$ cat config.mk
export PLATFORM = sky130hd
export DESIGN_NAME = peht_fifo
export DESIGN_NICKNAME = d
export VERILOG_FILES = /design/src/hw/rtl/peht_pkg.sv /design/src/hw/rtl/peht_fifo.sv
export SDC_FILE = /design/constraint.sdc
export NUM_CORES = 1
export LEC_CHECK = 0
export ABC_AREA = 0
export BUFFER_PORTS_ARGS = -buffer_cell sky130_fd_sc_hd__buf_2
export CAP_MARGIN = 20
export CELL_PAD_IN_SITES_DETAIL_PLACEMENT = 0
export CELL_PAD_IN_SITES_GLOBAL_PLACEMENT = 1
export CORE_MARGIN = 3
export CORE_UTILIZATION = 40
export CTS_CLUSTER_DIAMETER = 150
export DETAILED_ROUTE_END_ITERATION = 7
export PLACE_DENSITY_LB_ADDON = 0.1
export SLEW_MARGIN = 20
export SYNTH_ARGS = -nofsm -noshare
export SYNTH_HDL_FRONTEND = slang
export SYNTH_SLANG_ARGS = --single-unit
$ cat constraint.sdc
create_clock -name clk -period 2.75 [get_ports clk]
set_input_delay 0.55 -clock clk [delete_from_list [all_inputs] [get_ports clk]]
set_output_delay 0.55 -clock clk [all_outputs]
set_load 0.01 [all_outputs]
$ cat src/hw/rtl/peht_pkg.sv
// shared types and constants for the polygon edge hit test
`default_nettype none
package peht_pkg;

	localparam int COORD_BITS = 16;
	// edge vector and click offset, one bit wider than a coordinate
	localparam int DIFF_BITS = COORD_BITS + 1;
	// squared length and partial dot products
	localparam int SQ_BITS = 2 * DIFF_BITS;
	// sum of the two signed partial dot products
	localparam int NUM_BITS = SQ_BITS + 1;
	// foot offset quotient, bounded by the edge component magnitude
	localparam int QUO_BITS = DIFF_BITS;
	localparam int PROD_BITS = SQ_BITS + QUO_BITS;
	localparam int CNT_BITS = $clog2(QUO_BITS);
	// foot minus click, per axis
	localparam int OFF_BITS = QUO_BITS + 2;
	localparam int SMALL_BITS = 4;
	localparam int DIST_BITS = 2 * SMALL_BITS;

	localparam int HIT_DIST2 = 10;
	localparam int HIT_REACH = 3;

	localparam int FIFO_DEPTH = 4;
	localparam int FIFO_AW = $clog2(FIFO_DEPTH);

	localparam int CFG_IDX_BITS = 1;
	localparam logic [CFG_IDX_BITS-1:0] CFG_CLICK_X = 1'b0;
	localparam logic [CFG_IDX_BITS-1:0] CFG_CLICK_Y = 1'b1;

	// one edge job: edge vector, click offset from its start, closes polygon
	typedef struct packed {
		logic signed [DIFF_BITS-1:0] lx;
		logic signed [DIFF_BITS-1:0] ly;
		logic signed [DIFF_BITS-1:0] dx;
		logic signed [DIFF_BITS-1:0] dy;
		logic                        last;
	} seg_t;

	typedef enum logic [2:0] {
		BK_IDLE,
		BK_MUL,
		BK_SUM,
		BK_CHK,
		BK_PROD,
		BK_DIV,
		BK_RND,
		BK_FIN
	} back_state_t;

endpackage
`default_nettype wire

$ cat src/hw/rtl/peht_fifo.sv
// short edge job queue between front and back
`default_nettype none
module peht_fifo import peht_pkg::*; (
	input  wire logic clk,
	input  wire logic arst_n,
	input  wire logic push_valid,
	output logic      push_ready,
	input  wire seg_t push_seg,
	output logic      pop_valid,
	input  wire logic pop_ready,
	output seg_t      pop_seg
);

	seg_t               mem_q [FIFO_DEPTH];
	logic [FIFO_AW-1:0] wr_ptr_q, rd_ptr_q;
	logic [FIFO_AW:0]   count_q;
	logic               do_push, do_pop;

	assign push_ready = count_q != (FIFO_AW + 1)'(FIFO_DEPTH);
	assign pop_valid  = count_q != '0;
	assign pop_seg    = mem_q[rd_ptr_q];
	assign do_push    = push_valid && push_ready;
	assign do_pop     = pop_valid && pop_ready;

	always_ff @(posedge clk or negedge arst_n) begin
		if (!arst_n) begin
			wr_ptr_q <= '0;
			rd_ptr_q <= '0;
			count_q  <= '0;
		end else begin
			if (do_push) begin
				wr_ptr_q <= wr_ptr_q + 1'b1;
			end
			if (do_pop) begin
				rd_ptr_q <= rd_ptr_q + 1'b1;
			end
			if (do_push && !do_pop) begin
				count_q <= count_q + 1'b1;
			end else if (do_pop && !do_push) begin
				count_q <= count_q - 1'b1;
			end
		end
	end

	always_ff @(posedge clk) begin
		if (do_push) begin
			mem_q[wr_ptr_q] <= push_seg;
		end
	end

endmodule
`default_nettype wire

Word level (Yosys, flattened, before mapping). Memory sizes are Yosys's and may differ from the RTL's. Index checks and enable logic that the tools add are counted.

Memories kept: 1. Bits in registers: 7. Bits in writable memories: 276. Input bits: 73. Logic and storage cells: 21.

Memories: mem_q (depth 4, bits a word 69, rd ports 1, clocked after Yosys merged registers in 0, write ports 1, RTL line peht_fifo.sv:14) `seg_t mem_q [FIFO_DEPTH];`.

Mux-type cells: 4. Reductions and logical operators: 8. Eq/ne operators: 1. $add $sub $neg: 4.

Operators by type and width (count): $mux W3 (2); $add A2 B1 Y2 const B (2); $logic_and A1 B1 Y1 (4); $add A3 B1 Y3 const B (1); $ne A3 B3 Y1 const B (1); $reduce_bool A3 Y1 (1); $sub A3 B1 Y3 const B (1); $logic_not A1 Y1 (2); $mux W1 (2); $reduce_bool A2 Y1 (1).

Longest topological paths before layout.
Depth after elaboration: 6. Depth in mapped cells: 8. Gate-level depth less buffers: 8.

Least setup slack after synthesis. OpenSTA, ideal clock, no wires.

Path kind: input to register. Start: input push_valid. End: memory mem_q[2][0] (netlist bit), enable pin. Data arrival time: 2.473 ns. Stages on the path: 2. Setup slack: -0.158 ns. Buffers on the path: 0. Required time: 2.315 ns. Path through: a21boi_2 -> and2_1.

Cells in the longest elaborated chain, start to end: 3.

RTL lines: start, declared (RTL line peht_fifo.sv:6) `input wire logic push_valid,`; $logic_and A1 B1 Y1 (RTL line peht_fifo.sv:22) `assign do_push = push_valid && push_ready;`; $mux W1 (RTL line peht_fifo.sv:46) `if (do_push) begin`; $mux W1 (implied by the code) (RTL line peht_fifo.sv:47) `mem_q[wr_ptr_q] <= push_seg;`; end, declared (RTL line peht_fifo.sv:14).

No other way between the ends.

==> metrics.yaml <==
grt_usage_pct: 14.2
route.vias.total: 4698
overflow: 0
worst_ir_drop_vdd_v: 0.000597
synth_top_cells_by_area: "sky130_fd_sc_hd__edfxtp_1 79%, sky130_fd_sc_hd__mux4_2 15%, sky130_fd_sc_hd__dfrtp_1 1.7%"
syn_nets: 475
clock_buffers_created_by_tritoncts: 30
detail_route.vias_per_cell: 5.06
floorplan.rows: 58
final_cell_area_mm2: 0.0126
clock_sink_count: 283
syn-instance-count: 396
pwr_density_cell_mw_per_mm2: 1090
critical_path.n_buffers_inverters: 2
synth.top_cell.area_share_pct: 79.4
max_slew_violation_count: 0
io_buffer_count: 143
worstSetupStartpoint: "rd_ptr_q[1]$_DFFE_PN0P_"
die_area_mm2: 0.0281
period_needed_ns: 2.61
power_w: 0.0138
portion_of_the_post_synthesis_area_used_by_sequential_elements_pct: 81.0
drt-wirelength-per-cell_um: 21.3
drtPass1Iterations: 4
p_sw_share_pct: 28.2
worst_skew_pair.late_latency_ns: 0.53
total_negative_slack_for_setup_checks_ns: 0
cts_htree_levels: 1
drc: 0
timing.critical_path.from_type: "flop"
core-area_mm2: 0.0254
internal-power_w: 0.00993
dieWidth_um: 168
netSwitchingPower_w: 0.00391
max_clock_freq_mhz: 382
timing.slew.headroom_pct: 75.8
grt_first_pass_wirelength_mm: 30.8
grt_start_max_net_pins: 37
final_util_pct: 49.8
critPathKind: "flop to primary output"
first_global_vias: 5224
synth_top_area_cell: "sky130_fd_sc_hd__edfxtp_1"
initialDrtViolationCount: 292
hold_viol_final: 0
syn-mean-instance-area_um2: 26.4
yosys_register_bits: 283
mappedNetlistArea_mm2: 0.0104
floorplan.initialDensity_pct: 41.1
timing.critical_path.required_ns: 2.20
delay_of_the_slowest_critical_path_stage_ns: 0.60
synthDistinctLibCells: 20
pin_count: 144
synth_ff_type: "sky130_fd_sc_hd__edfxtp_1"
yosysMostFrequentCell: "sky130_fd_sc_hd__edfxtp_1"
cpLargestDelayFamily: "flip-flops"
power.combinational.fraction_pct: 29.5
clock_skew_ns: 0.00956
share_clk_of_total_power_pct: 27.1
async_reset_ff_share_pct: 2.47
end_kind: "primary output"
gpl_wtd_cong: 0.706
critical_path.cell_chain: "buf_4 -> mux4_2 -> buf_2"
hp-start: "push_seg[42]"
cts.path.max_buffers: 3
placement.cell_area_mm2: 0.0117
diodes: 0
reg2reg_from: "count_q[1]$_DFFE_PN0P_"
critical_path_arrival_ns: 2.06
tritoncts: "built"
dp_hpwl_mm: 12.1
detail_route.wirelength_mm: 19.8
clk_pin_slew_ns: 0.06
report.final.setup_viol: 0
maxCapViolations: 0
worst_max_slew_pin_slew_ns: 0.361
outcome: "complete, no violations"
grt_antenna_before_repair: 3
antenna_violating_nets_post_route: 0
power.share.sequential_pct: 43.3
die_h_um: 168
design.final.nets: 656
cp_slowest_cell: "sky130_fd_sc_hd__dfrtp_4"
synth-edff-count: 276
yosysWarningCount: 0
grt_setup_unrepaired: "no"
holdCritPathClass: "primary input to flop"
critical_path_peak_fanout: 21
yosys-top-cells-count: "276 x sky130_fd_sc_hd__edfxtp_1, 68 x sky130_fd_sc_hd__mux4_2, 7 x sky130_fd_sc_hd__buf_12, 7 x sky130_fd_sc_hd__buf_2, 7 x sky130_fd_sc_hd__dfrtp_1"
p_leak_nw: 4.34
post_route_cells_drive_above_1_share_pct: 47.1
areaGrowthSynthToFinish_pct: 21.1
min_period_over_period_pct: 95.1
clk_root_buffer_cell: "sky130_fd_sc_hd__clkbuf_16"
[stage by stage]
stage / hold slack [ns] / setup slack [ns] / cells
floorplan: 0.254 / 0.591 / 396
global placement: 0.399 / 0.549 / 869
detailed placement: 0.404 / 0.545 / 869
CTS: 0.196 / 0.0636 / 929
global route: 0.205 / 0.0348 / 929
finish: 0.228 / 0.135 / 929
[flip-flops by register name (all words and copies together) (netlist names)]
register,count
mem_q,276
wr_ptr_q,2
count_q,3
rd_ptr_q,2
[layer usage]
metal | vias to the layer above | part of all wire (%) | wire (um) | global-route usage (%)
met4 | 6 | 1.4 | 276 | 3.24
met1 | 2472 | 41 | 8150 | 18.7
li1 | 2057 | - | - | -
met2 | 130 | 51 | 10000 | 24.1
met5 | - | 0.12 | 23 | 0
met3 | 33 | 6.8 | 1340 | 3.71
[worst reg2reg max path: cells and delay by family, from the launching register on]
family,cells,cell delay [ns]
XOR/XNOR,2,0.32
adder cells (fa/ha/maj),2,0.55
buffers and inverters,1,0.06
flip-flops,1,0.42
AND/OR/NAND/NOR,3,0.66
[placed cells by master, fill, tap and decap left out, drive strengths merged, types with 2 or more instances in the layout]
cell type  instances
mux4              69
edfxtp           276
clkbuf            40
buf              164
clkinv            11
inv                3
xnor2              4
and2               4
bufinv             2
dfrtp              7
nor2               2
xor2               2
ha                 5
mux2               2
nand2              2
[logic make-up (layout without fill, tap and decap cells)]
logic type | after synthesis | after routing | synth area share (%)
and+or+nand+nor | 10 | 10 | 0.491
buffers and inverters | 19 | 222 | 1.93
DFF | 283 | 283 | 81.0
AOI/OAI and AO/OA | 1 | 1 | 0.108
xor gates and xnor gates | 6 | 6 | 0.503
adders and majority gates | 6 | 6 | 0.791
muxes | 71 | 71 | 15.1
[power groups by stage]
stage          clock, W  sequential, W  combinational (W)
2_1_floorplan         0        0.00594            0.00276
3_3_place_gp          0        0.00609            0.00414
3_5_place_dp          0        0.00614            0.00414
4_1_cts         0.00388        0.00602            0.00425
5_1_grt         0.00404        0.00608            0.00446
6_report        0.00376        0.00600            0.00409
[layout make-up]
type	count	area, um^2
fill	2101	12800
tap	330	413
multi-input combinational	94	1790
timing repair buffer	165	1030
inverter	3	11.3
sequential	283	8470
clock inverter	14	121
clock buffer	40	810
[worst paths after layout]
path                                                end  slack [ns]  cells past startpoint
worst max-delay path                        pop_seg[53]        0.14                      3
worst max register to register   count_q[2]$_DFFE_PN0P_        0.66                      8
worst min register to register   count_q[2]$_DFFE_PN0P_        0.53                      1
min in group asynchronous       wr_ptr_q[1]$_DFFE_PN0P_        0.38                      2
max in group asynchronous       rd_ptr_q[1]$_DFFE_PN0P_        2.18                      2
worst min-delay path             mem_q[3][42]$_DFFE_PP_        0.23                      1
[timing repair]
action / in CTS / in global routing
hold endpoints to repair: 7 / 0
buffers inserted: 5 / 0
gates resized for setup: 0 / 0
endpoints found under the setup margin: 21 / 0
hold buffers: 1 / 0
Note: power is estimated with default switching activity, not from simulation.
