==> config.mk <==
export PLATFORM = sky130hd
export DESIGN_NAME = peht_front_flat
export DESIGN_NICKNAME = d
export VERILOG_FILES = /design/src/hw/rtl/peht_pkg.sv /design/src/hw/rtl/peht_vertex_if.sv /design/src/hw/rtl/peht_cfg_if.sv /design/src/hw/rtl/peht_front.sv /design/src/flat_wrapper.sv
export SDC_FILE = /design/constraint.sdc
export NUM_CORES = 1
export LEC_CHECK = 0
export ABC_AREA = 0
export ABC_CLOCK_PERIOD_IN_PS = 8800
export BUFFER_PORTS_ARGS = -buffer_cell sky130_fd_sc_hd__buf_2
export CAP_MARGIN = 10
export CORE_ASPECT_RATIO = 0.9
export CORE_MARGIN = 2
export CORE_UTILIZATION = 64
export CTS_CLUSTER_SIZE = 25
export DETAILED_ROUTE_END_ITERATION = 8
export PLACE_DENSITY = 0.92
export SETUP_SLACK_MARGIN = 0.3
export SLEW_MARGIN = 30
export SYNTH_ARGS = -nofsm -noshare
export SYNTH_HDL_FRONTEND = slang
export SYNTH_SLANG_ARGS = --single-unit
==> constraint.sdc <==
create_clock -name clk -period 8.8 [get_ports clk]
set_input_delay 0.88 -clock clk [delete_from_list [all_inputs] [get_ports clk]]
set_output_delay 0.88 -clock clk [all_outputs]
set_load 0.005 [all_outputs]
==> src/hw/rtl/peht_pkg.sv <==
// shared types and constants for the polygon edge hit test
`default_nettype none
package peht_pkg;

	localparam int COORD_BITS = 16;
	// edge vector and click offset, one bit wider than a coordinate
	localparam int DIFF_BITS = COORD_BITS + 1;
	// squared length and partial dot products
	localparam int SQ_BITS = 2 * DIFF_BITS;
	// sum of the two signed partial dot products
	localparam int NUM_BITS = SQ_BITS + 1;
	// foot offset quotient, bounded by the edge component magnitude
	localparam int QUO_BITS = DIFF_BITS;
	localparam int PROD_BITS = SQ_BITS + QUO_BITS;
	localparam int CNT_BITS = $clog2(QUO_BITS);
	// foot minus click, per axis
	localparam int OFF_BITS = QUO_BITS + 2;
	localparam int SMALL_BITS = 4;
	localparam int DIST_BITS = 2 * SMALL_BITS;

	localparam int HIT_DIST2 = 10;
	localparam int HIT_REACH = 3;

	localparam int FIFO_DEPTH = 4;
	localparam int FIFO_AW = $clog2(FIFO_DEPTH);

	localparam int CFG_IDX_BITS = 1;
	localparam logic [CFG_IDX_BITS-1:0] CFG_CLICK_X = 1'b0;
	localparam logic [CFG_IDX_BITS-1:0] CFG_CLICK_Y = 1'b1;

	// one edge job: edge vector, click offset from its start, closes polygon
	typedef struct packed {
		logic signed [DIFF_BITS-1:0] lx;
		logic signed [DIFF_BITS-1:0] ly;
		logic signed [DIFF_BITS-1:0] dx;
		logic signed [DIFF_BITS-1:0] dy;
		logic                        last;
	} seg_t;

	typedef enum logic [2:0] {
		BK_IDLE,
		BK_MUL,
		BK_SUM,
		BK_CHK,
		BK_PROD,
		BK_DIV,
		BK_RND,
		BK_FIN
	} back_state_t;

endpackage
`default_nettype wire

==> src/hw/rtl/peht_vertex_if.sv <==
// vertex input channel
`default_nettype none
interface peht_vertex_if import peht_pkg::*; ();
	logic                         valid;
	logic                         ready;
	logic signed [COORD_BITS-1:0] vertex_x;
	logic signed [COORD_BITS-1:0] vertex_y;
	logic                         final_vertex;

	modport source(output valid, output vertex_x, output vertex_y, output final_vertex,
		input ready);
	modport sink(input valid, input vertex_x, input vertex_y, input final_vertex,
		output ready);
endinterface
`default_nettype wire

==> src/hw/rtl/peht_cfg_if.sv <==
// configuration write channel
`default_nettype none
interface peht_cfg_if import peht_pkg::*; ();
	logic                         valid;
	logic                         ready;
	logic [CFG_IDX_BITS-1:0]      index;
	logic signed [COORD_BITS-1:0] data;

	modport source(output valid, output index, output data, input ready);
	modport sink(input valid, input index, input data, output ready);
endinterface
`default_nettype wire

==> src/hw/rtl/peht_front.sv <==
// front end: click registers, vertex tracking, edge job generation
`default_nettype none
module peht_front import peht_pkg::*; (
	input  wire logic  clk,
	input  wire logic  arst_n,
	peht_vertex_if.sink vertex,
	peht_cfg_if.sink   cfg,
	output logic       push_valid,
	input  wire logic  push_ready,
	output seg_t       push_seg
);

	logic signed [COORD_BITS-1:0] click_x_q, click_y_q;
	logic signed [COORD_BITS-1:0] first_x_q, first_y_q, prev_x_q, prev_y_q;
	logic                         have_q;
	logic                         pend_open_q, pend_close_q;
	// endpoints of the pending edges
	logic signed [COORD_BITS-1:0] cur_x_q, cur_y_q, old_x_q, old_y_q, cls_x_q, cls_y_q;
	logic                         accept;

	function automatic logic signed [DIFF_BITS-1:0] diff(
		input logic signed [COORD_BITS-1:0] b,
		input logic signed [COORD_BITS-1:0] a
	);
		diff = {b[COORD_BITS-1], b} - {a[COORD_BITS-1], a};
	endfunction

	function automatic seg_t make_seg(
		input logic signed [COORD_BITS-1:0] ax,
		input logic signed [COORD_BITS-1:0] ay,
		input logic signed [COORD_BITS-1:0] bx,
		input logic signed [COORD_BITS-1:0] by,
		input logic signed [COORD_BITS-1:0] cx,
		input logic signed [COORD_BITS-1:0] cy,
		input logic                         last
	);
		seg_t s;
		s.lx   = diff(bx, ax);
		s.ly   = diff(by, ay);
		s.dx   = diff(cx, ax);
		s.dy   = diff(cy, ay);
		s.last = last;
		make_seg = s;
	endfunction

	assign cfg.ready    = 1'b1;
	assign vertex.ready = !pend_open_q && !pend_close_q;
	assign accept       = vertex.valid && vertex.ready;

	// open edge goes out before the closing edge
	assign push_valid = pend_open_q || pend_close_q;
	always_comb begin
		if (pend_open_q) begin
			push_seg = make_seg(old_x_q, old_y_q, cur_x_q, cur_y_q, click_x_q, click_y_q, 1'b0);
		end else begin
			push_seg = make_seg(cur_x_q, cur_y_q, cls_x_q, cls_y_q, click_x_q, click_y_q, 1'b1);
		end
	end

	always_ff @(posedge clk or negedge arst_n) begin
		if (!arst_n) begin
			click_x_q    <= '0;
			click_y_q    <= '0;
			have_q       <= 1'b0;
			pend_open_q  <= 1'b0;
			pend_close_q <= 1'b0;
		end else begin
			if (cfg.valid) begin
				unique case (cfg.index)
					CFG_CLICK_X: click_x_q <= cfg.data;
					CFG_CLICK_Y: click_y_q <= cfg.data;
					default: ;
				endcase
			end
			if (accept) begin
				pend_open_q  <= have_q;
				pend_close_q <= vertex.final_vertex;
				have_q       <= !vertex.final_vertex;
			end else if (push_valid && push_ready) begin
				if (pend_open_q) begin
					pend_open_q <= 1'b0;
				end else begin
					pend_close_q <= 1'b0;
				end
			end
		end
	end

	always_ff @(posedge clk) begin
		if (accept) begin
			cur_x_q  <= vertex.vertex_x;
			cur_y_q  <= vertex.vertex_y;
			old_x_q  <= prev_x_q;
			old_y_q  <= prev_y_q;
			prev_x_q <= vertex.vertex_x;
			prev_y_q <= vertex.vertex_y;
			if (have_q) begin
				cls_x_q <= first_x_q;
				cls_y_q <= first_y_q;
			end else begin
				cls_x_q   <= vertex.vertex_x;
				cls_y_q   <= vertex.vertex_y;
				first_x_q <= vertex.vertex_x;
				first_y_q <= vertex.vertex_y;
			end
		end
	end

endmodule
`default_nettype wire

==> src/flat_wrapper.sv <==
// flat-port wrapper written by rule: the top's interface ports become plain ports
module peht_front_flat import peht_pkg::*;
  (clk, arst_n, push_valid, push_ready, push_seg, vertex_valid, vertex_vertex_x, vertex_vertex_y, vertex_final_vertex, vertex_ready, cfg_valid, cfg_index, cfg_data, cfg_ready);
  peht_vertex_if vertex_i ();
  peht_cfg_if cfg_i ();
  input  wire logic clk;
  input  wire logic arst_n;
  output logic push_valid;
  input  wire logic push_ready;
  output seg_t push_seg;
  input wire logic [$bits(vertex_i.valid)-1:0] vertex_valid;
  input wire logic [$bits(vertex_i.vertex_x)-1:0] vertex_vertex_x;
  input wire logic [$bits(vertex_i.vertex_y)-1:0] vertex_vertex_y;
  input wire logic [$bits(vertex_i.final_vertex)-1:0] vertex_final_vertex;
  output wire logic [$bits(vertex_i.ready)-1:0] vertex_ready;
  input wire logic [$bits(cfg_i.valid)-1:0] cfg_valid;
  input wire logic [$bits(cfg_i.index)-1:0] cfg_index;
  input wire logic [$bits(cfg_i.data)-1:0] cfg_data;
  output wire logic [$bits(cfg_i.ready)-1:0] cfg_ready;
  assign vertex_i.valid = vertex_valid;
  assign vertex_i.vertex_x = vertex_vertex_x;
  assign vertex_i.vertex_y = vertex_vertex_y;
  assign vertex_i.final_vertex = vertex_final_vertex;
  assign vertex_ready = vertex_i.ready;
  assign cfg_i.valid = cfg_valid;
  assign cfg_i.index = cfg_index;
  assign cfg_i.data = cfg_data;
  assign cfg_ready = cfg_i.ready;
  peht_front u_core (.clk(clk), .arst_n(arst_n), .vertex(vertex_i), .cfg(cfg_i), .push_valid(push_valid), .push_ready(push_ready), .push_seg(push_seg));
endmodule
Word-level counts from Yosys, hierarchy flattened
Index checks and enable logic that the tools add are counted.

operators by class
  add/sub/neg operators = 8
  equality and inequality tests = 1
  bitwise gates (word level) = 2
  multiplexer cells = 8
  reductions and logical operators = 12

operators with widths
  cell                count
  $sub 16x16->17      8
  $mux 69             1
  $mux 16             2
  $reduce_and 2->1    4
  $mux 1              5
  $logic_and 1x1->1   3
  $logic_not 1->1     3
  $ne 2x2->1 const B  1
  $not 1->1           2
  $reduce_bool 2->1   1
  $logic_or 1x1->1    1

storage, ports and cells
  flip-flop bits (word level) = 131
  bits of input ports = 55
  output and inout port bits = 72

Depth between registers and ports, before layout
  word-level depth = 5
  gate-level depth with buffers = 13
  depth with buffers taken out = 10

Worst setup path after synthesis
Ideal clock, no wire load.

  kind = in2reg
  start = in vertex_valid
  end = reg u_core.cls_x_q[0], enable pin
  stages = 3
  arrival = 4.460 ns
  setup time = 0.425 ns
  path slack = 3.915 ns
  required time = 8.375 ns
  cells stage by stage = and2_1 > clkbuf_1 > nor2b_1

between the ends
  cells in the longest elaborated chain, start to end = 2

RTL lines
  what                               RTL line            source
  start, declared                    flat_wrapper.sv:11  input wire logic [$bits(vertex_i.valid)-1:0] vertex_valid;
  $logic_and 1x1->1                  peht_front.sv:48    assign accept = vertex.valid && vertex.ready;
  named net u_core.accept            peht_front.sv:19    logic accept;
  $reduce_and 2->1 (no source line)  --
  end signal, assigned               peht_front.sv:98    cls_x_q <= first_x_q;
  end signal, assigned               peht_front.sv:101   cls_x_q <= vertex.vertex_x;
  end, declared                      peht_front.sv:18    logic signed [COORD_BITS-1:0] cur_x_q, cur_y_q, old_x_q, old_y_q, cls_x_q, cls_y_q;

The timed path passes the listed nets, and every way through them passes these cells.
A chain may end at the register's enable or synchronous reset.

==> results.cfg <==
[clock_tree]
cts_resized = 0
postCtsHoldBufs = 0
clk_path_buf_depth = 2
cts_tree = built
cts_setup_buffers = 0
cts_root_buf = clkbuf_16
clkLatencyLatePin_ns = 0.43
cts_buffers = 17
clk_pin_slew_ns = 0.06
htreeDepth = 4
clock_sinks = 131

[routing]
drc = 0
via_count = 7975
drt_iter0_drc = 709
antenna_left = 0
post_drt_wl_per_cell_um = 17.91
via_per_inst = 6.177
dr.pass1.iters = 6
routed_wl_mm = 23.12

[floorplan]
io-pin-count = 127
die_area_um2 = 15980
die_h_um = 120.1
start_util_pct = 65.40
die_w_um = 133.0
coreArea_um2 = 14660
num_rows = 42

[global_routing]
grt-ovfl-total = 0
grt_max_degree = 70
grt_pass1_wl_mm = 36.30
grt_usage_pct = 29.16
grt_pass1_vias = 7465
antenna_found_initial = 2

[placed_design]
placed_area_um2 = 10440
dp_hpwl_mm = 16.36
post-place-ws_ns = 4.550
io_buffer_count = 125
placedCellCount = 1256
place.gp.congestion = 0.9532

[timing]
finalWorstSetupSlack_ns = 4.016
tightestPinTransition_ns = 0.9391
skew_ns = 0.006329
rsz0062_at_grt = false
fmax_mhz = 209.0
maxSlewHeadroom_pct = 37.39
timing.setup.tns_ns = 0
fin_crit_ns = 4.784
setup_viol = 0
finalHoldViolations = 0
period_share_pct = 54.37
finalMaxSlewViolations = 0

[worst_setup_path]
crit_family = buffers and inverters
cp_data_arrival_time_ns = 3.90
critPathRequiredTime_ns = 7.92
critical-path-max-stage-delay_ns = 0.73
critical_path.endpoint = push_seg[32]
critPathSlowestCell = buf_4
cp.depth = 11
path_cells = buf_4 -> o21ai_0 -> ha_1 -> fa_1 -> nor2b_1 -> o2111ai_1 -> nand3_1 -> nand4_1 -> a32oi_1 -> xor2_1 -> buf_2
cp-end-kind = output pin
crit_start = u_core.pend_open_q
r2r_cells = 7
crit_fanout = 67
worstSetupPathType = flop to output pin
r2r_end = u_core.first_y_q[0]
path_buf_inv = 2
rrSetupSlack_ns = 5.65
timing.rr.start = u_core.pend_open_q
critPathLaunchType = flop

[logic_synthesis]
async_flop_share_pct = 26.72
syn_nets = 1107
synthFlopType = edfxtp_1
synth.distinct_cells = 67
syn_area_um2 = 9588
ys_ff_latch = 131
yosysWarnings = 0
syn_avg_cell_area_um2 = 10.09
synth_seq_area_share_pct = 39.20
synth_edf_count = 96
synthCells = 950

[finish]
drive_above_1_share_pct = 18.79
layout_common_cells = 125 x buf_2, 96 x ha_1, 96 x edfxtp_1
area_growth_pct = 15.71
fillerInstances = 982
design_area_um2 = 11090
layout.cells.non_filler = 1291
nNetsFinal = 1235
layout_commonest_cell = buf_2

[power_and_ir_drop]
max-vdd-ir-drop_mv = 0.2553
power_mw = 4.052
p_leak_nw = 4.987
powerDensity_nw_per_um2 = 365.2

[worst_hold_path]
worstHoldPathType = flop to flop

[outcome]
outcome = finished, final reports clean

[run]
drv_cap = 0
[cells in the mapped netlist, types with 5 or more instances]
cell type	instances	area share (%)
a211oi_1	14	1.1
a21o_1	25	2.0
a21oi_1	52	2.7
a31oi_1	8	0.52
buf_1	7	0.27
clkbuf_1	13	0.51
dfrtp_1	35	9.1
edfxtp_1	96	30
fa_1	6	1.3
ha_1	96	13
inv_1	94	3.7
mux2_2	33	3.9
mux2i_1	46	4.8
nand2_1	59	2.3
nand2b_1	21	1.4
nand3_1	18	0.94
nand4_1	7	0.46
nor2_1	50	2.0
nor2b_1	16	1.0
nor3_1	16	0.84
o2111ai_1	5	0.46
o211ai_1	10	0.78
o21a_1	18	1.4
o21ai_0	48	2.5
o21bai_1	6	0.47
o22ai_1	6	0.39
o31a_1	7	0.64
o31ai_1	7	0.55
or3_1	7	0.46
xnor2_1	38	3.5
xor2_1	23	2.1
[cells by family after synthesis]
logic type      count (synthesis)  share of synthesized area (%)
compound gates                244                          17.10
xor+xnor                       61                          5.572
fa+ha+maj                     102                          13.78
buf+inv                       116                          4.581
flops                         131                          39.20
mux                            79                          8.678
other cells                     1                        0.03911
simple gates                  216                          11.05
[registers in the layout (all words and copies together) (netlist names)]
signal	flops
u_core.first_y_q	16
u_core.prev_x_q	16
u_core.old_x_q	16
u_core.pend_close_q	1
u_core.click_x_q	16
u_core.have_q	1
u_core.prev_y_q	16
u_core.old_y_q	16
u_core.click_y_q	16
u_core.cls_x_q	16
u_core.pend_open_q	1
[report_power, final]
group / switching (mW) / total [mW] / internal, mW
Clock: 0.288 / 0.765 / 0.476
Combinational: 1.33 / 2.38 / 1.05
Sequential: 0.0839 / 0.908 / 0.824
Total: 1.71 / 4.05 / 2.35
[metal layers]
layer	global-route usage, %	wire length [um]
met1	39.29	10170
met2	46.92	10720
met3	6.295	1741
met4	10.15	500
met5	0	0
[cell type report]
class / instances / area, um2 / share of cell area [%]
multi-input cells: 703 / 5399 / 48.66
flip-flops and latches: 131 / 3760 / 33.89
repair buffers: 130 / 695.7 / 6.270
clock buffers: 17 / 425.4 / 3.834
inverters: 95 / 356.6 / 3.214
well taps: 198 / 247.7 / 2.233
clock inverters: 15 / 205.2 / 1.850
diodes: 2 / 5.005 / 0.04511
[stage by stage]
| step | hold slack (ns) | utilization (%) |
|---|---|---|
| 6_report | 0.4945 | 75.67 |
| 5_1_grt | 0.5175 | 75.65 |
| 4_1_cts | 0.5005 | 75.50 |
| 3_5_place_dp | 0.4859 | 71.20 |
| 3_3_place_gp | 0.4735 | 71.01 |
| 2_1_floorplan | 0.4543 | - |
[worst min-delay path by stage]
stage	endpoint	startpoint	depth (start not counted)	slack, ns
finish	u_core.old_y_q[0]	u_core.prev_y_q[0]	0	0.49
CTS	u_core.old_y_q[0]	u_core.prev_y_q[0]	0	0.50
global placement	u_core.old_x_q[0]	u_core.prev_x_q[0]	0	0.47
floorplan	u_core.old_x_q[0]	u_core.prev_x_q[0]	0	0.45
global route	u_core.old_y_q[0]	u_core.prev_y_q[0]	0	0.52
detailed placement	u_core.old_y_q[0]	u_core.prev_y_q[0]	0	0.49
(Power assumes the default switching activity.)
