<file path="src/hw/rtl/peht_pkg.sv">
// shared types and constants for the polygon edge hit test
`default_nettype none
package peht_pkg;

	localparam int COORD_BITS = 16;
	// edge vector and click offset, one bit wider than a coordinate
	localparam int DIFF_BITS = COORD_BITS + 1;
	// squared length and partial dot products
	localparam int SQ_BITS = 2 * DIFF_BITS;
	// sum of the two signed partial dot products
	localparam int NUM_BITS = SQ_BITS + 1;
	// foot offset quotient, bounded by the edge component magnitude
	localparam int QUO_BITS = DIFF_BITS;
	localparam int PROD_BITS = SQ_BITS + QUO_BITS;
	localparam int CNT_BITS = $clog2(QUO_BITS);
	// foot minus click, per axis
	localparam int OFF_BITS = QUO_BITS + 2;
	localparam int SMALL_BITS = 4;
	localparam int DIST_BITS = 2 * SMALL_BITS;

	localparam int HIT_DIST2 = 10;
	localparam int HIT_REACH = 3;

	localparam int FIFO_DEPTH = 4;
	localparam int FIFO_AW = $clog2(FIFO_DEPTH);

	localparam int CFG_IDX_BITS = 1;
	localparam logic [CFG_IDX_BITS-1:0] CFG_CLICK_X = 1'b0;
	localparam logic [CFG_IDX_BITS-1:0] CFG_CLICK_Y = 1'b1;

	// one edge job: edge vector, click offset from its start, closes polygon
	typedef struct packed {
		logic signed [DIFF_BITS-1:0] lx;
		logic signed [DIFF_BITS-1:0] ly;
		logic signed [DIFF_BITS-1:0] dx;
		logic signed [DIFF_BITS-1:0] dy;
		logic                        last;
	} seg_t;

	typedef enum logic [2:0] {
		BK_IDLE,
		BK_MUL,
		BK_SUM,
		BK_CHK,
		BK_PROD,
		BK_DIV,
		BK_RND,
		BK_FIN
	} back_state_t;

endpackage
`default_nettype wire

</file>
<file path="src/hw/rtl/peht_result_if.sv">
// hit result output channel
`default_nettype none
interface peht_result_if ();
	logic valid;
	logic ready;
	logic is_hit;

	modport source(output valid, output is_hit, input ready);
	modport sink(input valid, input is_hit, output ready);
endinterface
`default_nettype wire

</file>
<file path="src/hw/rtl/peht_back.sv">
// back end: projection, foot rounding by restoring division, hit accumulation
`default_nettype none
module peht_back import peht_pkg::*; (
	input  wire logic     clk,
	input  wire logic     arst_n,
	input  wire logic     pop_valid,
	output logic          pop_ready,
	input  wire seg_t     pop_seg,
	peht_result_if.source result
);

	localparam logic signed [OFF_BITS-1:0]  REACH_HI = OFF_BITS'(HIT_REACH);
	localparam logic signed [OFF_BITS-1:0]  REACH_LO = -REACH_HI;
	localparam logic signed [DIST_BITS-1:0] DIST_LIM = DIST_BITS'(HIT_DIST2);
	localparam logic [CNT_BITS-1:0]         CNT_LAST = CNT_BITS'(QUO_BITS - 1);

	back_state_t state_q, state_d;

	seg_t                         seg_q;
	logic signed [SQ_BITS-1:0]    sq_x_q, sq_y_q, dot_x_q, dot_y_q;
	logic [SQ_BITS-1:0]           den_q;
	logic signed [NUM_BITS-1:0]   num_q;
	logic                         miss_q, sel_y_q;
	logic [SQ_BITS-1:0]           rem_q;
	logic [QUO_BITS-1:0]          low_q, quo_q, qx_q, qy_q;
	logic [CNT_BITS-1:0]          cnt_q;
	logic                         hit_acc_q;
	logic                         out_valid_q, is_hit_q;

	logic                         miss;
	logic [DIFF_BITS-1:0]         mag;
	logic [PROD_BITS-1:0]         prod;
	logic [SQ_BITS:0]             trial;
	logic                         take;
	logic [QUO_BITS-1:0]          quo_rnd;
	logic signed [OFF_BITS-1:0]   off_x, off_y, foot_x, foot_y;
	logic signed [SMALL_BITS-1:0] sm_x, sm_y;
	logic signed [DIST_BITS-1:0]  dist2;
	logic                         seg_hit, fin_go, load_out;

	// projection ratio outside [0, 1] or degenerate edge
	assign miss = (den_q == '0) || num_q[NUM_BITS-1] ||
		(num_q > $signed({1'b0, den_q}));

	always_comb begin
		if (sel_y_q) begin
			mag = seg_q.ly[DIFF_BITS-1] ? DIFF_BITS'(-seg_q.ly) : seg_q.ly;
		end else begin
			mag = seg_q.lx[DIFF_BITS-1] ? DIFF_BITS'(-seg_q.lx) : seg_q.lx;
		end
	end
	assign prod = PROD_BITS'(num_q[SQ_BITS-1:0]) * PROD_BITS'(mag);

	assign trial   = {rem_q, low_q[QUO_BITS-1]};
	assign take    = trial >= {1'b0, den_q};
	// ties round away from zero
	assign quo_rnd = ({rem_q, 1'b0} >= {1'b0, den_q}) ? quo_q + 1'b1 : quo_q;

	// foot offset from the edge start and from the click, per axis
	assign foot_x = seg_q.lx[DIFF_BITS-1] ? -$signed({2'b00, qx_q}) : $signed({2'b00, qx_q});
	assign foot_y = seg_q.ly[DIFF_BITS-1] ? -$signed({2'b00, qy_q}) : $signed({2'b00, qy_q});
	assign off_x  = foot_x - OFF_BITS'(seg_q.dx);
	assign off_y  = foot_y - OFF_BITS'(seg_q.dy);
	assign sm_x   = off_x[SMALL_BITS-1:0];
	assign sm_y   = off_y[SMALL_BITS-1:0];
	assign dist2  = DIST_BITS'(sm_x) * DIST_BITS'(sm_x) + DIST_BITS'(sm_y) * DIST_BITS'(sm_y);
	assign seg_hit = !miss_q && (off_x <= REACH_HI) && (off_x >= REACH_LO) &&
		(off_y <= REACH_HI) && (off_y >= REACH_LO) && (dist2 < DIST_LIM);

	assign fin_go   = !seg_q.last || !out_valid_q || result.ready;
	assign load_out = (state_q == BK_FIN) && fin_go && seg_q.last;

	always_ff @(posedge clk or negedge arst_n) begin
		if (!arst_n) begin
			state_q <= BK_IDLE;
		end else begin
			state_q <= state_d;
		end
	end

	always_comb begin
		state_d   = state_q;
		pop_ready = 1'b0;
		unique case (state_q)
			BK_IDLE: begin
				pop_ready = 1'b1;
				if (pop_valid) begin
					state_d = BK_MUL;
				end
			end
			BK_MUL:  state_d = BK_SUM;
			BK_SUM:  state_d = BK_CHK;
			BK_CHK:  state_d = miss ? BK_FIN : BK_PROD;
			BK_PROD: state_d = BK_DIV;
			BK_DIV: begin
				if (cnt_q == CNT_LAST) begin
					state_d = BK_RND;
				end
			end
			BK_RND:  state_d = sel_y_q ? BK_FIN : BK_PROD;
			BK_FIN: begin
				if (fin_go) begin
					state_d = BK_IDLE;
				end
			end
			default: state_d = BK_IDLE;
		endcase
	end

	always_ff @(posedge clk or negedge arst_n) begin
		if (!arst_n) begin
			hit_acc_q   <= 1'b0;
			out_valid_q <= 1'b0;
		end else begin
			if (result.valid && result.ready) begin
				out_valid_q <= 1'b0;
			end
			if (state_q == BK_FIN && fin_go) begin
				hit_acc_q <= seg_q.last ? 1'b0 : (hit_acc_q || seg_hit);
			end
			if (load_out) begin
				out_valid_q <= 1'b1;
			end
		end
	end

	always_ff @(posedge clk) begin
		if (load_out) begin
			is_hit_q <= hit_acc_q || seg_hit;
		end
		case (state_q)
			BK_IDLE: begin
				seg_q   <= pop_seg;
				sel_y_q <= 1'b0;
			end
			BK_MUL: begin
				sq_x_q  <= SQ_BITS'(seg_q.lx) * SQ_BITS'(seg_q.lx);
				sq_y_q  <= SQ_BITS'(seg_q.ly) * SQ_BITS'(seg_q.ly);
				dot_x_q <= SQ_BITS'(seg_q.dx) * SQ_BITS'(seg_q.lx);
				dot_y_q <= SQ_BITS'(seg_q.dy) * SQ_BITS'(seg_q.ly);
			end
			BK_SUM: begin
				den_q <= sq_x_q + sq_y_q;
				num_q <= NUM_BITS'(dot_x_q) + NUM_BITS'(dot_y_q);
			end
			BK_CHK: begin
				miss_q <= miss;
			end
			BK_PROD: begin
				// upper part is already below the squared length
				rem_q <= prod[PROD_BITS-1:QUO_BITS];
				low_q <= prod[QUO_BITS-1:0];
				quo_q <= '0;
				cnt_q <= '0;
			end
			BK_DIV: begin
				rem_q <= take ? SQ_BITS'(trial - {1'b0, den_q}) : trial[SQ_BITS-1:0];
				quo_q <= {quo_q[QUO_BITS-2:0], take};
				low_q <= {low_q[QUO_BITS-2:0], 1'b0};
				cnt_q <= cnt_q + 1'b1;
			end
			BK_RND: begin
				if (sel_y_q) begin
					qy_q <= quo_rnd;
				end else begin
					qx_q <= quo_rnd;
				end
				sel_y_q <= 1'b1;
			end
			default: ;
		endcase
	end

	assign result.valid  = out_valid_q;
	assign result.is_hit = is_hit_q;

endmodule
`default_nettype wire

</file>
<file path="src/flat_wrapper.sv">
// flat-port wrapper written by rule: the top's interface ports become plain ports
module peht_back_flat import peht_pkg::*;
  (clk, arst_n, pop_valid, pop_ready, pop_seg, result_valid, result_is_hit, result_ready);
  peht_result_if result_i ();
  input  wire logic clk;
  input  wire logic arst_n;
  input  wire logic pop_valid;
  output logic pop_ready;
  input  wire seg_t pop_seg;
  output wire logic [$bits(result_i.valid)-1:0] result_valid;
  output wire logic [$bits(result_i.is_hit)-1:0] result_is_hit;
  input wire logic [$bits(result_i.ready)-1:0] result_ready;
  assign result_valid = result_i.valid;
  assign result_is_hit = result_i.is_hit;
  assign result_i.ready = result_ready;
  peht_back u_core (.clk(clk), .arst_n(arst_n), .pop_valid(pop_valid), .pop_ready(pop_ready), .pop_seg(pop_seg), .result(result_i));
endmodule
</file>
<file path="config.mk">
export PLATFORM = sky130hd
export DESIGN_NAME = peht_back_flat
export DESIGN_NICKNAME = d
export VERILOG_FILES = /design/src/hw/rtl/peht_pkg.sv /design/src/hw/rtl/peht_result_if.sv /design/src/hw/rtl/peht_back.sv /design/src/flat_wrapper.sv
export SDC_FILE = /design/constraint.sdc
export NUM_CORES = 2
export LEC_CHECK = 0
export ABC_AREA = 0
export BUFFER_PORTS_ARGS = -buffer_cell sky130_fd_sc_hd__buf_2
export CORE_AREA = 2 2 409 512
export DETAILED_ROUTE_END_ITERATION = 10
export DIE_AREA = 0 0 411 514
export PLACE_DENSITY = 0.52
export SLEW_MARGIN = 20
export SYNTH_ARGS = -nofsm -noshare
export SYNTH_HDL_FRONTEND = slang
export SYNTH_SLANG_ARGS = --single-unit
export TNS_END_PERCENT = 20
</file>
<file path="constraint.sdc">
create_clock -name clk -period 14.2 [get_ports clk]
set_input_delay 2.13 -clock clk [delete_from_list [all_inputs] [get_ports clk]]
set_output_delay 2.13 -clock clk [all_outputs]
set_load 0.01 [all_outputs]
</file>
After elaboration in Yosys (flattened, before gate mapping)
Cells that the tools add are included.
{"block": "classes", "mux": 22, "bitwise_logic": 1, "multipliers": 7, "magnitude_cmp": 8, "eq_ne": 11, "add_sub_neg": 12, "reduce_logical": 24}
{"op": "$mul A17 B17 Y34", "count": 4}
{"op": "$ge A35 B34 Y1", "count": 2}
{"op": "$mux W17", "count": 4}
{"op": "$pmux W17 S2", "count": 2}
{"op": "$pmux W34 S2", "count": 1}
{"op": "$mul A34 B17 Y51", "count": 1}
{"op": "$ge A19 B3 Y1 const B", "count": 2}
{"op": "$le A19 B3 Y1 const B", "count": 2}
{"op": "$mux W19", "count": 2}
{"op": "$neg A17 Y19", "count": 2}
{"op": "$sub A19 B17 Y19", "count": 2}
{"op": "$add A34 B34 Y35", "count": 1}
{"op": "$gt A35 B35 Y1", "count": 1}
{"op": "$add A34 B34 Y34", "count": 1}
{"op": "$logic_not A34 Y1", "count": 1}
{"op": "$mux W34", "count": 1}
{"op": "$neg A17 Y17", "count": 2}
{"op": "$sub A34 B34 Y34", "count": 1}
{"op": "$pmux W3 S8", "count": 1}
{"op": "$add A17 B1 Y17 const B", "count": 1}
{"op": "$mul A4 B4 Y8", "count": 2}
{"op": "$eq A3 B3 Y1 const B", "count": 4}
{"op": "$pmux W5 S2", "count": 1}
{"op": "$mux W3", "count": 3}
{"op": "19 further kinds", "count": 41}
{"block": "word_totals", "register_bits": 389, "in_bits": 73, "output_inout_bits": 3, "word_cells": 108}

Longest topological paths before layout
{"block": "logic_depth", "depth_word": 11, "mapped_depth": 34, "mapped_depth_nobuf": 32}

Least setup slack after synthesis
OpenSTA, ideal clock, no wires.
{"block": "synth_path", "path_kind": "register -> register", "startpoint": "register u_core.state_q[1]", "endpoint": "register u_core.dot_x_q[0] (enable)", "stages_incl_launch_ff": 3, "setup_ns": 0.791, "n_path_buf": 1, "synth_period_minus_slack_ns": 10.544, "arrival_time_ns": 9.753, "path_slack_ns": 3.656, "required_ns": 13.409, "path_cell_list": "dfrtp_1 -> clkbuf_1 -> nor3_1"}
{"block": "synth_between", "elab_chain_cells": 1}
{"element": "from (decl)", "line": "peht_back.sv:17", "source": "back_state_t state_q, state_d;"}
{"element": "from (signal assigned)", "line": "peht_back.sv:77", "source": "state_q <= state_d;"}
{"element": "$eq A3 B1 Y1", "line": "peht_back.sv:131", "source": "case (state_q)"}
{"element": "to (signal assigned)", "line": "peht_back.sv:139", "source": "dot_x_q <= SQ_BITS'(seg_q.dx) * SQ_BITS'(seg_q.lx);"}
{"element": "to (decl)", "line": "peht_back.sv:20", "source": "logic signed [SQ_BITS-1:0] sq_x_q, sq_y_q, dot_x_q, dot_y_q;"}
No other way between the ends.
A chain may end at the register's enable or synchronous reset.

Worst setup path after layout
{"block": "layout_path", "startpoint": "register u_core.seg_q[36] (netlist name)", "endpoint": "register u_core.rem_q[33] (data pin)"}
{"block": "layout_between", "elab_chain_cells": 5}
{"element": "from (decl)", "line": "peht_back.sv:19", "source": "seg_t seg_q;"}
{"element": "from (signal assigned)", "line": "peht_back.sv:133", "source": "seg_q <= pop_seg;"}
{"element": "$neg A17 Y17", "line": "peht_back.sv:47", "source": "mag = seg_q.ly[DIFF_BITS-1] ? DIFF_BITS'(-seg_q.ly) : seg_q.ly;"}
{"element": "$mux W17 (*)", "line": "peht_back.sv:47"}
{"element": "$mux W17 (*)", "line": "peht_back.sv:46", "source": "if (sel_y_q) begin"}
{"element": "$mul A34 B17 Y51 (*)", "line": "peht_back.sv:52", "source": "assign prod = PROD_BITS'(num_q[SQ_BITS-1:0]) * PROD_BITS'(mag);"}
{"element": "$pmux W34 S2 (*)", "line": "peht_back.sv:131"}
{"element": "to (signal assigned)", "line": "peht_back.sv:151", "source": "rem_q <= prod[PROD_BITS-1:QUO_BITS];"}
{"element": "to (signal assigned)", "line": "peht_back.sv:157", "source": "rem_q <= take ? SQ_BITS'(trial - {1'b0, den_q}) : trial[SQ_BITS-1:0];"}
{"element": "to (decl)", "line": "peht_back.sv:24", "source": "logic [SQ_BITS-1:0] rem_q;"}
Every way passes the cells marked *; elsewhere a longest branch is shown, timed or not.

==> qor.yml <==
run_status:
  status: "finished, final reports clean"
synth:
  ys_types: 78
  synth_fp_nets: 11100
  synth_top_area_share_pct: 39.9
  synth_warnings: 0
  syn_inst: 8739
  async_reset_ff_share_pct: 1.29
  synth_edf_count: 382
  ys_seq_area_share_pct: 14.1
  ys_seq_elements: 387
  yosysTopAreaCell: "fa_1"
  synth_area_leaders: "fa_1 (40%), edfxtp_1 (14%), ha_1 (10%)"
  synthTopCellsByCount: "inv_1 (1996), fa_1 (1638), nand2_1 (1093)"
  synth_ff_type: "edfxtp_1"
  yosysMostFrequentCell: "inv_1"
  synth_area_per_cell_um2: 9.40
  syn_area_um2: 82200
floorplan:
  core_area_um2: 207000
  die_width_um: 411
  die-area_um2: 211000
  die_h_um: 514
  start_util_pct: 39.7
  ioPinCount: 76
  row_count: 187
timing:
  report.final.slew_viol_count: 0
  clock_skew_ps: 47.7
  min_period_ps: 9540
  max_slew.worst_pin.slew_ps: 1230
  setup-tns-final_ps: 0
  rsz0062_at_grt: "no"
  holdWs_ps: 488
  period_share_pct: 67.2
  hold_violations: 0
  fmax_mhz: 105
  finalSetupViolCount: 0
  relSlewSlack_pct: 17.8
setup_path:
  path_max_fanout: 34
  crit_arrival_ps: 9970
  critPathLaunchType: "flip-flop"
  crit_type: "reg -> reg"
  slowest_delay_ps: 890
  slowest_stage: "edfxtp_1"
  cp.required_ps: 14630
  end_kind: "flip-flop"
placement:
  dp_hpwl_mm: 198
  gp_congestion: 0.945
  port-buffer-count: 75
finish:
  layout-drive-gt1-share_pct: 4.14
  fillers: 20600
  nets: 11100
  area_growth_pct: 6.69
drt:
  num_vias: 59500
  dr.pass1.iters: 7
  drc: 0
  routed_via_density: 5.19
  ant_nets: 0
  wl_per_cell_um: 21.7
  routed_wl_mm: 249
  drt_iter0_drc: 3554
global_routing:
  grt_max_degree: 75
  gr-total-overflow: 0
  grt_pass1_wl_mm: 387
  grt_pass1_vias: 64800
  antenna_found_initial: 5
  grt_usage_pct: 24.2
run:
  cap_violations: 0
hold_path:
  hp-class: "reg -> reg"
clock_network:
  cts.sinks: 387
  htree_levels: 2
  postCtsSetupBuffers: 0
  clockRootBuffer: "clkbuf_16"
  hold_buffers: 0
  cts_max_path_buffers: 3
  clk_latency_ps: 700
  cts_buffers: 53
  tritoncts: "done"
  cts_resized: 0
  path_clk_slew_ps: 70
## registers in the layout, summed over array words and instances, names as in the netlist
signal / cells
u_core.rem_q: 34
u_core.den_q: 34
u_core.dot_x_q: 34
u_core.sq_y_q: 33
u_core.qy_q: 17
u_core.dot_y_q: 34
u_core.num_q: 35
u_core.sq_x_q: 33
u_core.cnt_q: 5
u_core.seg_q: 69
u_core.quo_q: 17
u_core.sel_y_q: 1
u_core.miss_q: 1
u_core.qx_q: 17
u_core.low_q: 17
u_core.state_q: 3
u_core.hit_acc_q: 1
u_core.result.is_hit: 1
u_core.result.valid: 1
## layout make-up
cell class,count,area [um2],area share [%]
Tap cell,2740,3430,3.91
Antenna cell,4,10.0,0.0114
Clock inverter,37,385,0.440
Multi-Input combinational cell,6031,62000,70.7
Clock buffer,61,1380,1.57
Inverter,2007,7530,8.59
Sequential cell,387,11600,13.2
Timing Repair Buffer,201,1360,1.55
## worst paths after layout
| path | slack, ps | start | depth (start not counted) | to |
|---|---|---|---|---|
| max in group asynchronous | 12750 | arst_n | 1 | u_core.hit_acc_q |
| hold / removal | 490 | u_core.hit_acc_q | 2 | u_core.hit_acc_q |
| min in group asynchronous | 1280 | arst_n | 1 | u_core.state_q[1] |
| setup reg to reg | 4660 | u_core.seg_q[36] | 30 | u_core.rem_q[33] |
| hold reg to reg | 490 | u_core.hit_acc_q | 2 | u_core.hit_acc_q |
| setup / recovery | 4660 | u_core.seg_q[36] | 30 | u_core.rem_q[33] |
## placed cells by master (no fill, tap or decap), drive strengths merged, types with 143 or more instances in the layout
master,instances
inv,2007
fa,1638
nand2,1093
ha,665
and2,417
nor2,399
edfxtp,382
xnor2,282
a21oi,272
buf,201
o21ai,171
a21o,143
## cell families (layout without fill, tap and decap cells)
group / after synthesis / in the layout / synth area share [%]
other: 0 / 4 / 0
adder cells (fa/ha/maj): 2303 / 2303 / 50.0
XOR/XNOR: 376 / 376 / 4.01
AND/OR/NAND/NOR: 2374 / 2374 / 13.4
buffers and inverters: 2321 / 2306 / 10.6
flip-flops: 387 / 387 / 14.1
multiplexers: 15 / 15 / 0.190
AO/OA/AOI/OAI: 963 / 963 / 7.67
## metrics by stage
stage          cells  area [um2]  utilization (%)  setup WS, ps
2_1_floorplan   8739       82200                -          3660
3_3_place_gp   11400       85800             41.5          4710
3_5_place_dp   11400       85900             41.5          4750
4_1_cts        11500       87600             42.4          4680
5_1_grt        11500       87700             42.4          4130
6_report       11500       87700             42.4          4660
## critical path, delay by kind of cell (launching register included)
kind                       cells  cell delay, ps
AOI/OAI and AO/OA              8            2490
xor gates and xnor gates       1             370
adders and majority gates      8            3640
buffers and inverters          5             800
DFF                            1             890
and+or+nand+nor                8            1000
## routing by layer
metal | wire length, um | global-route usage, %
met5 | 13 | 0
met4 | 13400 | 11.2
met3 | 11200 | 2.71
met2 | 127000 | 43.1
met1 | 97500 | 29.2
Power is not shown: default switching activity piles up to over one toggle a cycle in this logic, so the estimate is an artifact.
